<file path="config.mk">
export PLATFORM = sky130hd
export DESIGN_NAME = scs_cell
export DESIGN_NICKNAME = d
export VERILOG_FILES = /design/src/rtl/scs_pkg.sv /design/src/rtl/scs_cell.sv
export SDC_FILE = /design/constraint.sdc
export NUM_CORES = 1
export LEC_CHECK = 0
export BUFFER_PORTS_ARGS = -buffer_cell sky130_fd_sc_hd__clkbuf_2
export CORE_UTILIZATION = 35
export DETAILED_ROUTE_END_ITERATION = 12
export HOLD_SLACK_MARGIN = 0.03
export PLACE_DENSITY = 0.8
export SYNTH_ARGS = -nofsm -noshare
export SYNTH_HDL_FRONTEND = slang
export SYNTH_SLANG_ARGS = --single-unit
export TNS_END_PERCENT = 10
</file>
<file path="constraint.sdc">
create_clock -name clk_i -period 2.4 [get_ports clk_i]
set_input_delay 0 -clock clk_i [delete_from_list [all_inputs] [get_ports clk_i]]
set_output_delay 0 -clock clk_i [all_outputs]
set_load 0.02 [all_outputs]
</file>
<file path="src/rtl/scs_pkg.sv">
// ----------------------------------------------------------------------------
// scs_pkg: shared types and constants of the sparse coordinate store
// Action and status codes, field widths, payload packing and the entry type.
// ----------------------------------------------------------------------------
package scs_pkg;

  localparam int unsigned CAPACITY_DEF = 64;
  localparam int unsigned MAX_DIM_DEF  = 256;
  localparam int unsigned LIM_W        = 9;
  localparam int unsigned IDX_W        = 8;
  localparam int unsigned VAL_W        = 32;

  localparam logic [2:0] ACT_CLEAR = 3'd0;
  localparam logic [2:0] ACT_INS   = 3'd1;
  localparam logic [2:0] ACT_ADD   = 3'd2;
  localparam logic [2:0] ACT_SUB   = 3'd3;
  localparam logic [2:0] ACT_LOOK  = 3'd4;
  localparam logic [2:0] ACT_TRANS = 3'd5;
  localparam logic [2:0] ACT_DUMP  = 3'd6;

  localparam logic [2:0] ST_OK       = 3'd0;
  localparam logic [2:0] ST_PRESENT  = 3'd1;
  localparam logic [2:0] ST_RANGE    = 3'd2;
  localparam logic [2:0] ST_FULL     = 3'd3;
  localparam logic [2:0] ST_NOTFOUND = 3'd4;

  localparam logic CFG_ROW = 1'b0;
  localparam logic CFG_COL = 1'b1;

  typedef struct packed {
    logic [IDX_W-1:0] row;
    logic [IDX_W-1:0] col;
    logic [VAL_W-1:0] val;
  } entry_t;

  // Per-cell command issued by the controller.
  typedef struct packed {
    logic   shift_in;   // push new entry at head, cells shift toward tail
    logic   remove;     // close the gap at the matched cell
    logic   update;     // write new value into the matched cell
    logic   rotate;     // dump: rotate the chain by one
    entry_t head;
  } cell_cmd_t;

endpackage

</file>
<file path="src/rtl/scs_cell.sv">
// ----------------------------------------------------------------------------
// scs_cell: one storage cell of the coordinate chain
// Holds one entry, compares it with the probe key and shifts with neighbors.
// ----------------------------------------------------------------------------
module scs_cell (
  input  logic                    clk_i,
  input  logic                    rst_ni,
  input  scs_pkg::cell_cmd_t      cmd_i,
  input  scs_pkg::entry_t         prev_i,   // neighbor toward head
  input  scs_pkg::entry_t         next_i,   // neighbor toward tail
  input  logic                    past_hit_i, // a cell nearer the head matched
  input  logic                    hit_i,
  input  logic [scs_pkg::IDX_W-1:0] key_row_i,
  input  logic [scs_pkg::IDX_W-1:0] key_col_i,
  output logic                    match_o,
  output scs_pkg::entry_t         entry_o
);
  import scs_pkg::*;

  entry_t ent_q, ent_d;

  assign match_o = (ent_q.row == key_row_i) && (ent_q.col == key_col_i);
  assign entry_o = ent_q;

  // A push moves entries toward the tail; a dump rotation moves them toward
  // the head, with the head entry wrapping around to the last live cell.
  always_comb begin
    ent_d = ent_q;
    if (cmd_i.shift_in) begin
      ent_d = prev_i;
    end else if (cmd_i.rotate) begin
      ent_d = next_i;
    end else if (cmd_i.remove && (past_hit_i || hit_i)) begin
      ent_d = next_i;
    end else if (cmd_i.update && hit_i) begin
      ent_d.val = cmd_i.head.val;
    end
  end

  always_ff @(posedge clk_i) begin
    ent_q <= ent_d;
  end

  logic unused_rst;
  assign unused_rst = rst_ni;
endmodule

</file>
==> metrics.md <==
| Metric | Value |
|---|---|
| Reported max-cap violation count | 0 |
| Part of the Yosys area used for sequential elements | 0.547 |
| Number of global-route vias before repair | 2690 |
| Die X | 88.8 um |
| Cell row count | 31 |
| H-tree lvl count | 2 |
| Syn_nets | 407 |
| Adder-cell share of the synthesized area | 0 |
| Main combinational cell family by area after synthesis | compound AO/OA/AOI/OAI gates |
| Hold Vio Cnt, Final | 0 |
| Placeable core area | 0.00725 mm2 |
| Area of the die | 0.00788 mm2 |
| Setup-failing EPs final | 0 |
| Post-CTS setup repair buffer count | 0 |
| Power per unit of standard cell area | 541 mW/mm2 |
| Worst path arrival time | 1660 ps |
| Largest net degree at the start of global routing | 81 |
| # IOs | 217 |
| Global Route Usage Sum | 0.209 |
| Required time of the worst setup path | 2370 ps |
| Synthesized-area fraction occupied by xor and xnor cells | 0.0532 |
| Max Root-Sink Buffers | 2 |
| Post-synthesis compound-gate area fraction | 0.207 |
| Resized Gates After CTS | 0 |
| Fraction of layout cells with a size suffix above 1 | 0.482 |
| Post-Syn Area per Cell | 11.0 um2 |
| Post-route fraction of the period consumed by the critical path | 0.703 |
| Result of the run | finished, final reports clean |
| Simple logic cell fraction of the synthesized area | 0.0902 |
| Buffers added on ports | 199 |
| WL final | 8.79 mm |
| Clock tree from TritonCTS | yes |
| Cell Area, Synth | 0.00264 mm2 |
| Number of buffers inserted by hold repair at cts | 46 |
| Final HPWL DP | 6.14 mm |
| Cell at the slowest stage of the critical path | sky130_fd_sc_hd__o21a_2 |
| Kind of end point of the critical path | register |
| Leading cell type in the layout, fill and taps excluded | sky130_fd_sc_hd__clkbuf_2 |
| Clock-pin slew on the worst setup and hold paths | 90 ps |
| Via density | 5.08 |
| Max FFs per register | 48 |
| Unique masters post-synth | 16 |
| Count of vias placed by the detailed router | 2924 |
| Remaining antenna violation count after routing | 0 |
| Shortest clock period the worst path allows after layout | 1690 ps |
| Number of design-rule violations left by the first detailed-router iteration | 90 |
| Headroom to the max-slew limit | 0.511 |
| Number of CTS-inserted buffers | 5 |
| # nets final | 644 |
| Critical Setup Path Class | in2reg |
| Synthesized instance count | 239 |
| Peak clock frequency supported by timing | 593 MHz |
| Setup repair after global routing missed its margin | false |
| Total design power | 2.32 mW |
| Starting Density | 0.363 |
| RD Place Congestion | 0.792 |
| Critical path cell sequence | clkbuf_2 -> o21a_2 -> or3_1 -> a21o_1 -> buf_4 |
| IR drop worst, VDD | 0.238 mV |
| Final hold slack | 41.8 ps |
| Crit-path max cell delay | 530 ps |
| Leak pwr | 1.91 nW |
| Core occupancy in the finished layout | 0.592 |
| Fin. max-slew vios | 0 |
| Fillers | 621 |
| Sink count of the clock tree | 48 |
| CP Buf/Inv Count | 2 |
| Commonest cells after routing, fill and taps aside | sky130_fd_sc_hd__clkbuf_2 (199), sky130_fd_sc_hd__edfxtp_1 (48), sky130_fd_sc_hd__dlygate4sd3_1 (46) |
| Multiplexer area fraction after synthesis | 0.0683 |
| Post-placement setup slack | 392 ps |
| Maximum fanout along the worst path | 33 |
| Wire length per cell after detailed routing | 15.3 um |
| Startpoint class of the critical path | input port |
| Warnings from Yosys | 0 |
| Area growth from synthesis to layout | 62.9% |
| Sum of negative setup slack | 0 ps |
| Drt drc | 0 |
| Number of diodes added for antenna fixing | 0 |
| Initial DRT Pass Iterations | 4 |
| Height of the die | 88.8 um |
| Yosys reg bits | 48 |
| Antenna violations before repair | 0 |
| Worst hold-check path type | in2reg |
| Global-route wire length before repair | 12.2 mm |
| Final global-route overflow total | 0 |
| Pin slew with the least headroom to its limit | 733 ps |
| Min setup slack post-route | 713 ps |
| Root Driver | sky130_fd_sc_hd__clkbuf_8 |
| Crit-path leading delay family | compound AO/OA/AOI/OAI gates |
-- metrics by stage --
stage / cells / instance area [um2]
after CTS: 576 / 4290
after global routing: 576 / 4290
after global placement: 522 / 3730
after floorplan: 239 / 2640
after detailed placement: 522 / 3730
final: 576 / 4290
-- synth_stat cells --
master                     number  share of area
sky130_fd_sc_hd__edfxtp_1      48           0.55
sky130_fd_sc_hd__a21oi_1       32          0.061
sky130_fd_sc_hd__a31oi_1       32          0.076
sky130_fd_sc_hd__nor2b_1       32          0.076
sky130_fd_sc_hd__o21ai_0       32          0.061
sky130_fd_sc_hd__mux2_2        16          0.068
sky130_fd_sc_hd__xnor2_1       16          0.053
sky130_fd_sc_hd__clkbuf_1      14          0.020
sky130_fd_sc_hd__buf_2          7          0.013
sky130_fd_sc_hd__nand4_1        4         0.0095
sky130_fd_sc_hd__a21o_1         1         0.0028
sky130_fd_sc_hd__inv_1          1         0.0014
sky130_fd_sc_hd__nor4_1         1         0.0024
sky130_fd_sc_hd__o21a_2         1         0.0033
sky130_fd_sc_hd__o21ai_2        1         0.0033
sky130_fd_sc_hd__or3_1          1         0.0024
-- cell families (layout without fill, tap and decap cells) --
group           Yosys count  in the layout
buf+inv                  22            260
flops                    48             48
simple gates             38             38
xor+xnor                 16             16
compound gates           99             99
mux                      16             16
-- final timing paths --
| path | start | endpoint | cells past startpoint |
|---|---|---|---|
| max | hit_i | entry_o[31] | 5 |
| min | prev_i[4] | entry_o[4] | 3 |
-- cell type report --
class	instances	area [um2]	share of cell area
multi-input combinational	169	1100	0.257
clock inverter	2	35.0	0.00816
inverter	1	3.75	0.000874
clock buffer	6	72.6	0.0169
sequential	48	1440	0.336
timing repair buffer	251	1510	0.353
tap	99	124	0.0288
-- layer usage --
metal  global-route usage  share of wire  vias up
li1                     -              -     1376
met1                0.220           0.36     1360
met2                0.405           0.53      167
met3               0.0466          0.081       21
met4               0.0748          0.023        0
met5                    0              0        -
-- report_power, final --
part | leakage [nW] | switching [mW] | internal, mW
logic | 1.36 | 0.357 | 0.314
clock network | 0.0552 | 0.257 | 0.309
registers | 0.494 | 0.0441 | 1.04
total | 1.91 | 0.658 | 1.67
-- tightest hold or removal path: cells and delay by family --
family	cells	cell delay, ps
AND/OR/NAND/NOR	1	30
buffers and inverters	1	80
AO/OA/AOI/OAI	1	110
No activity file was read; power rests on OpenSTA's default activity.
